==> src/sv/tlik_pkg.sv <==
// Shared types, constants and the arctangent step table of the two-link arm IK block.
`default_nettype none

package tlik_pkg;

  localparam int ANGLE_FRAC_BITS = 8;
  localparam int CORDIC_STAGES   = 16;
  localparam int SERVO_MAX       = 2047;

  localparam int XY_W     = 9;
  localparam int LEN_W    = 7;
  localparam int TICK_W   = 13;
  localparam int POS_W    = 11;
  localparam int R2_W     = 17;
  localparam int LIM_W    = 16;
  localparam int RAD_W    = 34;
  localparam int ROOT_W   = RAD_W / 2;
  localparam int REM_W    = ROOT_W + 2;
  localparam int OP_W     = ROOT_W + 1;
  localparam int CW       = 42;
  localparam int ZW       = 36;
  localparam int OPERAND_SHIFT = 20;
  localparam int AW       = ANGLE_FRAC_BITS + 12;
  localparam int DEG_SH   = 56 - ANGLE_FRAC_BITS;
  localparam int MAG_W    = ZW - 1;
  localparam int MLO_W    = 18;
  localparam int MHI_W    = MAG_W - MLO_W;
  localparam int CONST_W  = 30;
  localparam int PROD_W   = MAG_W + CONST_W;
  localparam int TP_W     = AW - 1 + TICK_W;
  localparam int POS_SH   = ANGLE_FRAC_BITS + 8;
  localparam int PQ_W     = TP_W - POS_SH;
  localparam int CFG_IDX_W = 1;

  localparam longint PI_4_Q32 = 64'sd3373259426;
  localparam longint PI_2_Q32 = 64'sd6746518852;
  localparam logic [CONST_W-1:0] DEG_PER_RAD_Q24 = 30'd961263669;

  // atan(2^-i) in radians, Q32, rounded from the power series; covers up to 24 stages.
  localparam longint ATAN_STEP_Q32 [24] = '{
    PI_4_Q32,        64'sd1991351318, 64'sd1052175346, 64'sd534100635,
    64'sd268086748,  64'sd134174063,  64'sd67103403,   64'sd33553749,
    64'sd16777131,   64'sd8388597,    64'sd4194303,    64'sd2097152,
    64'sd1048576,    64'sd524288,     64'sd262144,     64'sd131072,
    64'sd65536,      64'sd32768,      64'sd16384,      64'sd8192,
    64'sd4096,       64'sd2048,       64'sd1024,       64'sd512
  };

  typedef logic signed [XY_W-1:0] coord_t;
  typedef logic signed [OP_W-1:0] op_t;
  typedef logic signed [CW-1:0]   vec_t;
  typedef logic signed [ZW-1:0]   ang_t;
  typedef logic signed [AW-1:0]   deg_t;

  localparam deg_t DEG90  = deg_t'(90 * (2 ** ANGLE_FRAC_BITS));
  localparam deg_t DEG180 = deg_t'(180 * (2 ** ANGLE_FRAC_BITS));
  localparam deg_t DEG270 = deg_t'(270 * (2 ** ANGLE_FRAC_BITS));

  typedef enum logic [CFG_IDX_W-1:0] {
    REG_SEG_LEN = 1'b0,
    REG_TICKS   = 1'b1
  } cfg_reg_e;

  // Data that rides alongside the arithmetic.
  typedef struct packed {
    coord_t x;
    coord_t y;
    logic   origin;
    logic   beyond;
  } side_t;

endpackage

`default_nettype wire

==> src/sv/tlik_sqrt.sv <==
// Dual pipelined integer square root, one result bit per stage.
`default_nettype none

module tlik_sqrt (
  input  wire logic                         clk_i,
  input  wire logic                         rst_ni,
  input  wire logic                         in_valid_i,
  output logic                              in_ready_o,
  input  wire logic [tlik_pkg::RAD_W-1:0]   rad_i [2],
  input  wire tlik_pkg::side_t              side_i,
  output logic                              out_valid_o,
  input  wire logic                         out_ready_i,
  output logic [tlik_pkg::ROOT_W-1:0]       root_o [2],
  output tlik_pkg::side_t                   side_o
);
  import tlik_pkg::*;

  localparam int N = ROOT_W;

  logic [N-1:0]       v_q;
  logic [N:0]         ld;
  logic [REM_W-1:0]   rem_q  [N][2];
  logic [ROOT_W-1:0]  root_q [N][2];
  logic [RAD_W-1:0]   rad_q  [N][2];
  side_t              side_q [N];

  assign ld[N]      = out_ready_i;
  assign in_ready_o = ld[0];

  for (genvar k = 0; k < N; k++) begin : g_stage
    logic [REM_W-1:0]  rem_p  [2];
    logic [ROOT_W-1:0] root_p [2];
    logic [RAD_W-1:0]  rad_p  [2];
    side_t             side_p;
    logic              v_p;

    assign ld[k] = !v_q[k] || ld[k+1];

    if (k == 0) begin : g_first
      assign rem_p  = '{default: '0};
      assign root_p = '{default: '0};
      assign rad_p  = rad_i;
      assign side_p = side_i;
      assign v_p    = in_valid_i;
    end else begin : g_next
      assign rem_p  = rem_q[k-1];
      assign root_p = root_q[k-1];
      assign rad_p  = rad_q[k-1];
      assign side_p = side_q[k-1];
      assign v_p    = v_q[k-1];
    end

    always_ff @(posedge clk_i or negedge rst_ni) begin
      if (!rst_ni) begin
        v_q[k] <= 1'b0;
      end else if (ld[k]) begin
        v_q[k] <= v_p;
      end
    end

    for (genvar j = 0; j < 2; j++) begin : g_lane
      logic [REM_W+1:0] rem4;
      logic [REM_W+1:0] trial;
      logic             ge;

      assign rem4  = {rem_p[j], rad_p[j][RAD_W-1 -: 2]};
      assign trial = (REM_W+2)'({root_p[j], 2'b01});
      assign ge    = rem4 >= trial;

      always_ff @(posedge clk_i) begin
        if (ld[k]) begin
          rem_q[k][j]  <= ge ? REM_W'(rem4 - trial) : REM_W'(rem4);
          root_q[k][j] <= {root_p[j][ROOT_W-2:0], ge};
          rad_q[k][j]  <= rad_p[j] << 2;
        end
      end
    end

    always_ff @(posedge clk_i) begin
      if (ld[k]) begin
        side_q[k] <= side_p;
      end
    end
  end

  assign out_valid_o = v_q[N-1];
  assign root_o      = root_q[N-1];
  assign side_o      = side_q[N-1];

endmodule

`default_nettype wire

==> config.mk <==
export PLATFORM = sky130hd
export DESIGN_NAME = tlik_sqrt
export DESIGN_NICKNAME = d
export VERILOG_FILES = /design/src/sv/tlik_pkg.sv /design/src/sv/tlik_sqrt.sv
export SDC_FILE = /design/constraint.sdc
export NUM_CORES = 2
export LEC_CHECK = 0
export BUFFER_PORTS_ARGS = -buffer_cell sky130_fd_sc_hd__buf_2
export CAP_MARGIN = 20
export CORE_AREA = 3 3 415 417
export DETAILED_ROUTE_END_ITERATION = 12
export DIE_AREA = 0 0 418 420
export SETUP_SLACK_MARGIN = 0.05
export SLEW_MARGIN = 5
export SYNTH_ARGS = -nofsm -noshare
export SYNTH_HDL_FRONTEND = slang
export SYNTH_SLANG_ARGS = --single-unit
==> constraint.sdc <==
create_clock -name clk_i -period 9.2 [get_ports clk_i]
set_input_delay 0.92 -clock clk_i [delete_from_list [all_inputs] [get_ports clk_i]]
set_output_delay 0.92 -clock clk_i [all_outputs]
set_load 0.005 [all_outputs]
Word level (Yosys, flattened, before mapping)
Memories as Yosys holds them, arrays and structs flattened.
Cells that the tools add are included.

operators by class
  magnitude comparators = 34
  multiplexer cells = 68
  $add $sub $neg = 34
  reductions and logical operators = 34

operator list
  cell                                                                    number
  21-bit by 19-bit >= comparator with 1-bit output                        32
  19-bit 2-to-1 mux                                                       34
  19-bit subtractor                                                       32
  1-bit 2-to-1 mux                                                        34
  1-bit logical NOT                                                       17
  1-bit logical OR                                                        17
  2-bit by 1-bit subtractor with 3-bit output (second input constant)     2
  2-bit by 1-bit >= comparator with 1-bit output (second input constant)  2

storage, ports and cells
  bits of input ports = 92
  memory bits (writable) = 2652
  memories kept = 4
  logic and storage cells = 191
  register bits = 17
  output and inout bits = 56

memories
  name    words  bits a word  read ports  clocked after memory_dff  write ports  RTL line         text
  rad_q   17     64           16          0                         17           tlik_sqrt.sv:24  logic [RAD_W-1:0] rad_q [N][2];
  rem_q   17     38           16          0                         17           tlik_sqrt.sv:22  logic [REM_W-1:0] rem_q [N][2];
  root_q  17     34           17          0                         17           tlik_sqrt.sv:23  logic [ROOT_W-1:0] root_q [N][2];
  side_q  17     20           17          0                         17           tlik_sqrt.sv:25  side_t side_q [N];

Depth between registers and ports, before layout
  depth in word-level cells = 20
  mapped depth = 12
  gate-level depth less buffers = 11

Least setup slack after synthesis
Ideal clock, no wire load.

  path type = input to register
  from = in out_ready_i
  to = mem rad_q[3][10] (netlist name), enable pin
  arrival = 8.344 ns
  stages on the path = 7
  data required time = 7.850 ns
  path slack = -0.494 ns
  cell sequence = and3b_1 > nand2_1 > nor2_1 > inv_1 > nor2_1 > and3_1 > nand3_1

RTL lines
  element             RTL line         text
  start: declaration  tlik_sqrt.sv:12  input wire logic out_ready_i,
  end: declaration    tlik_sqrt.sv:24

Worst setup path after layout
  from = reg v_q[16] (netlist: out_valid_o)
  to = out in_ready_o

on the way
  longest elaborated chain between the ends = 18

ends and longest elaborated chain
  element                           RTL line         text
  start: declaration                tlik_sqrt.sv:20  logic [N-1:0] v_q;
  start signal: indexed assignment  tlik_sqrt.sv:57  v_q[k] <= v_p;
  1-bit logical NOT                 tlik_sqrt.sv:37  assign ld[k] = !v_q[k] || ld[k+1];
  1-bit logical OR (5 in a row)     tlik_sqrt.sv:37
  named net ld[12]                  tlik_sqrt.sv:21  logic [N:0] ld;
  1-bit logical OR                  tlik_sqrt.sv:37
  named net ld[11]                  tlik_sqrt.sv:21
  1-bit logical OR (11 in a row)    tlik_sqrt.sv:37
  end: declaration                  tlik_sqrt.sv:8   output logic in_ready_o,

The timed path passes the listed nets, and every way through them passes these cells.

==> impl_metrics.csv <==
group,metric,value,unit
worst_setup_path,r2r_cells,10,
clocking,hold_buffers,0,
floorplanning,die_w,418,um
synth,syn_area,0.07600,sq mm
worst_setup_path,worst_ep_arrival_time,5230,ps
synth,async_flop_share,0.9599,%
routing,total_wire_length_after_detailed_routing,131600,um
worst_setup_path,start_kind,"register",
routing,detailroute.via_count,40310,
routing,viasPerCell,5.057,
worst_setup_path,endpoint_kind,"primary output",
routing,detail-route-antenna-nets,0,
synth,netlist_instances,5299,
clocking,insertion_delay,810,ps
sta,fmax,0.1627,GHz
worst_setup_path,critical_register_to_register_path_endpoint,"side_q[0][16]$_DFFE_PP_",
clocking,cts_tree,"done",
worst_setup_path,cp_slowest_cell,"sky130_fd_sc_hd__nor2_1",
routing,length_of_the_first_detailed_routing_pass_in_iterations,5,
synth,synth_edf_count,1754,
sta,report.final.hold_viol_count,0,
grt,grt_use_total,15.06,%
sta,slew-limit-headroom,33.69,%
worst_setup_path,series_of_cell_instances_along_the_critical_path,"and3b_1, nand2_4, nor2_1, inv_4, nor2_1, buf_4, and3_1, and4_1, nand3_4, buf_2",
grt,globalRouteOverflowTotal,0,
outcome,run_status,"finished, final reports clean",
clocking,post_cts_setup_repair_bufs,0,
worst_setup_path,crit_start,"out_valid_o$_DFFE_PN0P_",
clocking,ctsHtreeMaxLevel,4,
worst_setup_path,maximum_single_stage_delay_on_the_critical_path,640,ps
sta,unrepaired_setup_endpoints_after_global_routing,"no",
synth,ys.flop_type,"sky130_fd_sc_hd__edfxtp_1",
worst_setup_path,worst-setup-path-type,"reg2out",
sta,setup_violations,0,
grt,antenna_found_initial,0,
routing,route.detailed.drc,0,
synth,synth_cell_types,96,
floorplanning,die_area,0.1756,sq mm
sta,worst_slew_pin_slew,994.6,ps
flow_run,max_cap_viol_count,0,
worst_setup_path,timing.critical_path.depth,10,
synth,synth_sequential_area_ratio,69.86,%
worst_setup_path,path_common_cell,"sky130_fd_sc_hd__nor2_1",
placement,place.port_buffers,147,
placement,finalWeightedCongestion,0.9199,
worst_setup_path,cp_data_required_time,8280,ps
clocking,cts_max_path_buffers,3,
clocking,tritoncts.num_buffers,179,
worst_setup_path,critical_path.n_buffers_inverters,3,
sta,final_critical_path_required_period,6146,ps
worst_setup_path,worst_r2r_startpoint,"out_valid_o$_DFFE_PN0P_",
clocking,cts_sinks,1771,
cells_and_area,number_of_nets_in_the_final_layout,6035,
placement,placed_cells_incl_taps,7635,
worst_setup_path,crit_family,"simple AND/OR/NAND/NOR gates",
pwr,vdd_ir_drop_max,198.1,uV
cells_and_area,final-instance-count-excl-fill,7971,
synth,yosys_register_bits,1771,
floorplanning,floorplan.initialDensity,44.95,%
grt,grt_pass1_wl,211400,um
hold_path,hold_path_class,"in2async",
worst_setup_path,worst-r2r-setup-slack,4160,ps
sta,skew,58.25,ps
synth,syn_avg_cell_area,14.34,sq um
clocking,cts.root.buffer_cell,"sky130_fd_sc_hd__clkbuf_16",
floorplanning,row_count,151,
worst_setup_path,timing.critical_path.to,"in_ready_o",
synth,number_of_warnings_printed_during_yosys_synthesis,0,
grt,first_global_vias,40200,
pwr,power_density,263.4,mW/mm^2
cells_and_area,layout_stage_area_growth_over_the_synthesis_result,12.71,%
sta,timing.setup.tns,0,ps
routing,avgRoutedWirePerCell,16.51,um
pwr,design_power_total,22.56,mW
routing,drt_iter0_markers,1956,
clocking,cts.clk_slew.worst_paths,60,ps
placement,post-dp-hpwl,96340,um
worst_setup_path,critPathMaxFanout,50,
sta,final.period_utilization,66.81,%
grt,largest_net_degree_at_the_start_of_global_routing,79,
pwr,cellLeakagePower,34.02,nW
floorplanning,core_area,0.1691,sq mm
clocking,cts_resized,0,
floorplanning,i_o_pin_cnt,148,
cells_and_area,drive_above_1_share,10.41,%
floorplanning,chipHeight,420,um
sta,finalMaxSlewViolations,0,
metrics by stage:
| stage | util (%) | setup WS [ps] | area (sq um) | hold slack (ps) |
|---|---|---|---|---|
| 3_5_place_dp | 47.09 | 3066 | 79630 | 404.5 |
| 3_3_place_gp | 47.09 | 3144 | 79630 | 400.6 |
| 2_1_floorplan | - | 654.3 | 76010 | 400.3 |
| 6_report | 50.66 | 3054 | 85660 | 207.2 |
| 4_1_cts | 50.64 | 2892 | 85620 | 166.7 |
| 5_1_grt | 50.66 | 2597 | 85660 | 198.8 |
where the power goes:
| part | internal (mW) | total, mW | switching [mW] |
|---|---|---|---|
| Sequential | 10.9 | 11.8 | 0.900 |
| Combinational | 1.55 | 3.56 | 2.01 |
| Clock | 4.25 | 7.23 | 2.98 |
cells in the final DEF (no fill, tap or decap), types with 33 or more instances in the layout:
cell type | Yosys | routed
sky130_fd_sc_hd__inv_1 | 424 | 419
sky130_fd_sc_hd__clkbuf_16 | 0 | 179
sky130_fd_sc_hd__xnor2_1 | 188 | 188
sky130_fd_sc_hd__mux2_2 | 62 | 62
sky130_fd_sc_hd__nor3_1 | 140 | 140
sky130_fd_sc_hd__edfxtp_1 | 1754 | 1754
sky130_fd_sc_hd__o31ai_1 | 39 | 39
sky130_fd_sc_hd__nand3_1 | 65 | 61
sky130_fd_sc_hd__xor2_1 | 217 | 217
sky130_fd_sc_hd__o21ai_0 | 246 | 246
sky130_fd_sc_hd__or3_1 | 56 | 56
sky130_fd_sc_hd__nand4_1 | 41 | 41
sky130_fd_sc_hd__nand2b_1 | 72 | 71
sky130_fd_sc_hd__clkbuf_1 | 44 | 40
sky130_fd_sc_hd__clkinv_2 | 0 | 33
sky130_fd_sc_hd__or4_1 | 33 | 33
sky130_fd_sc_hd__a21oi_1 | 265 | 265
sky130_fd_sc_hd__nor2b_1 | 46 | 46
sky130_fd_sc_hd__a21o_1 | 69 | 69
sky130_fd_sc_hd__buf_2 | 14 | 147
sky130_fd_sc_hd__o21a_1 | 76 | 76
sky130_fd_sc_hd__buf_4 | 3 | 34
sky130_fd_sc_hd__nand2_1 | 292 | 286
sky130_fd_sc_hd__nor4_1 | 65 | 65
sky130_fd_sc_hd__nor2_1 | 322 | 322
sky130_fd_sc_hd__ha_1 | 342 | 342
synth_stat cells (all sizes together), types with 8 or more instances:
library cell / count / area [sq um]
a211o: 8 / 70.07
a211oi: 28 / 210.2
a21boi: 17 / 127.6
a21o: 70 / 526.8
a21oi: 266 / 1335
a311oi: 8 / 70.07
a31oi: 31 / 200.2
and2: 15 / 93.84
and3: 23 / 143.9
buf: 19 / 100.1
clkbuf: 44 / 165.2
dfrtp: 17 / 425.4
edfxtp: 1754 / 52670
ha: 342 / 4279
inv: 427 / 1605
mux2: 62 / 698.2
mux2i: 16 / 160.2
nand2: 293 / 1102
nand2b: 72 / 450.4
nand3: 65 / 325.3
nand3b: 18 / 135.1
nand4: 42 / 277.8
nand4b: 9 / 78.83
nor2: 324 / 1221
nor2b: 46 / 287.8
nor3: 146 / 767.0
nor4: 66 / 419.2
nor4b: 8 / 85.08
o211ai: 21 / 157.7
o21a: 76 / 570.6
o21ai: 249 / 1254
o21bai: 25 / 187.7
o22ai: 9 / 62.56
o31ai: 39 / 292.8
or2: 31 / 193.9
or3: 57 / 361.6
or4: 36 / 279.0
xnor2: 188 / 1647
xor2: 217 / 1901
final cells by class:
cell class              instances  area, sq um
repair buffers                183         1017
multi-input cells            3039        21160
clock buffers                 220         4643
well taps                    2218         2775
flip-flops and latches       1771        53100
fillers                     14080        83430
clock inverters               112         1346
inverters                     427         1618
diodes                          1        2.502
sequential cells by signal (all words and copies together) (netlist names):
| name | cells |
|---|---|
| rem_q | 564 |
| rad_q | 544 |
| side_q | 340 |
| root_q | 306 |
| g_stage.v_p | 16 |
| out_valid_o | 1 |
layer usage:
layer / track usage [%] / share of wire, % / vias to the layer above
met4: 6.125 / 3.6 / 0
met3: 2.518 / 3.2 / 273
met5: 0 / 0 / -
met1: 18.50 / 43 / 18930
met2: 26.42 / 50 / 674
li1: - / - / 20430
kinds of logic (layout without fill, tap and decap cells):
family                   Yosys count  count (layout)  synth area share [%]
XOR/XNOR                         405             405                 4.667
buffers and inverters            490             942                 2.461
AND/OR/NAND/NOR                 1277            1277                 8.492
AO/OA/AOI/OAI                    935             935                 7.751
other                              1               3              0.004934
flip-flops                      1771            1771                 69.86
multiplexers                      78              78                 1.129
adder cells (fa/ha/maj)          342             342                 5.630
worst register-to-register path, stage by stage, from the launching register on:
cell and delay, ps:
sky130_fd_sc_hd__dfrtp_1 370, sky130_fd_sc_hd__and3b_1 430, sky130_fd_sc_hd__nand2_4 430, sky130_fd_sc_hd__nor2_1 680, sky130_fd_sc_hd__inv_4 390, sky130_fd_sc_hd__nor2_1 210, sky130_fd_sc_hd__buf_4 200, sky130_fd_sc_hd__and3_1 480
sky130_fd_sc_hd__and4_1 490, sky130_fd_sc_hd__nand3_4 430, sky130_fd_sc_hd__buf_4 530
how the worst min path moves through the flow:
stage / start / endpoint / slack (ps) / cells past startpoint
3_3_place_gp: rad_q[9][20]$_DFFE_PP_ / rad_q[10][22]$_DFFE_PP_ / 400 / 0
5_1_grt: rst_ni / g_stage[1].v_p$_DFFE_PN0P_ / 200 / 1
2_1_floorplan: rad_q[9][18]$_DFFE_PP_ / rad_q[10][20]$_DFFE_PP_ / 400 / 0
3_5_place_dp: rad_q[9][19]$_DFFE_PP_ / rad_q[10][21]$_DFFE_PP_ / 400 / 0
4_1_cts: rst_ni / g_stage[1].v_p$_DFFE_PN0P_ / 170 / 1
6_report: rst_ni / g_stage[1].v_p$_DFFE_PN0P_ / 210 / 1
Power figures use the tool's default switching activity.
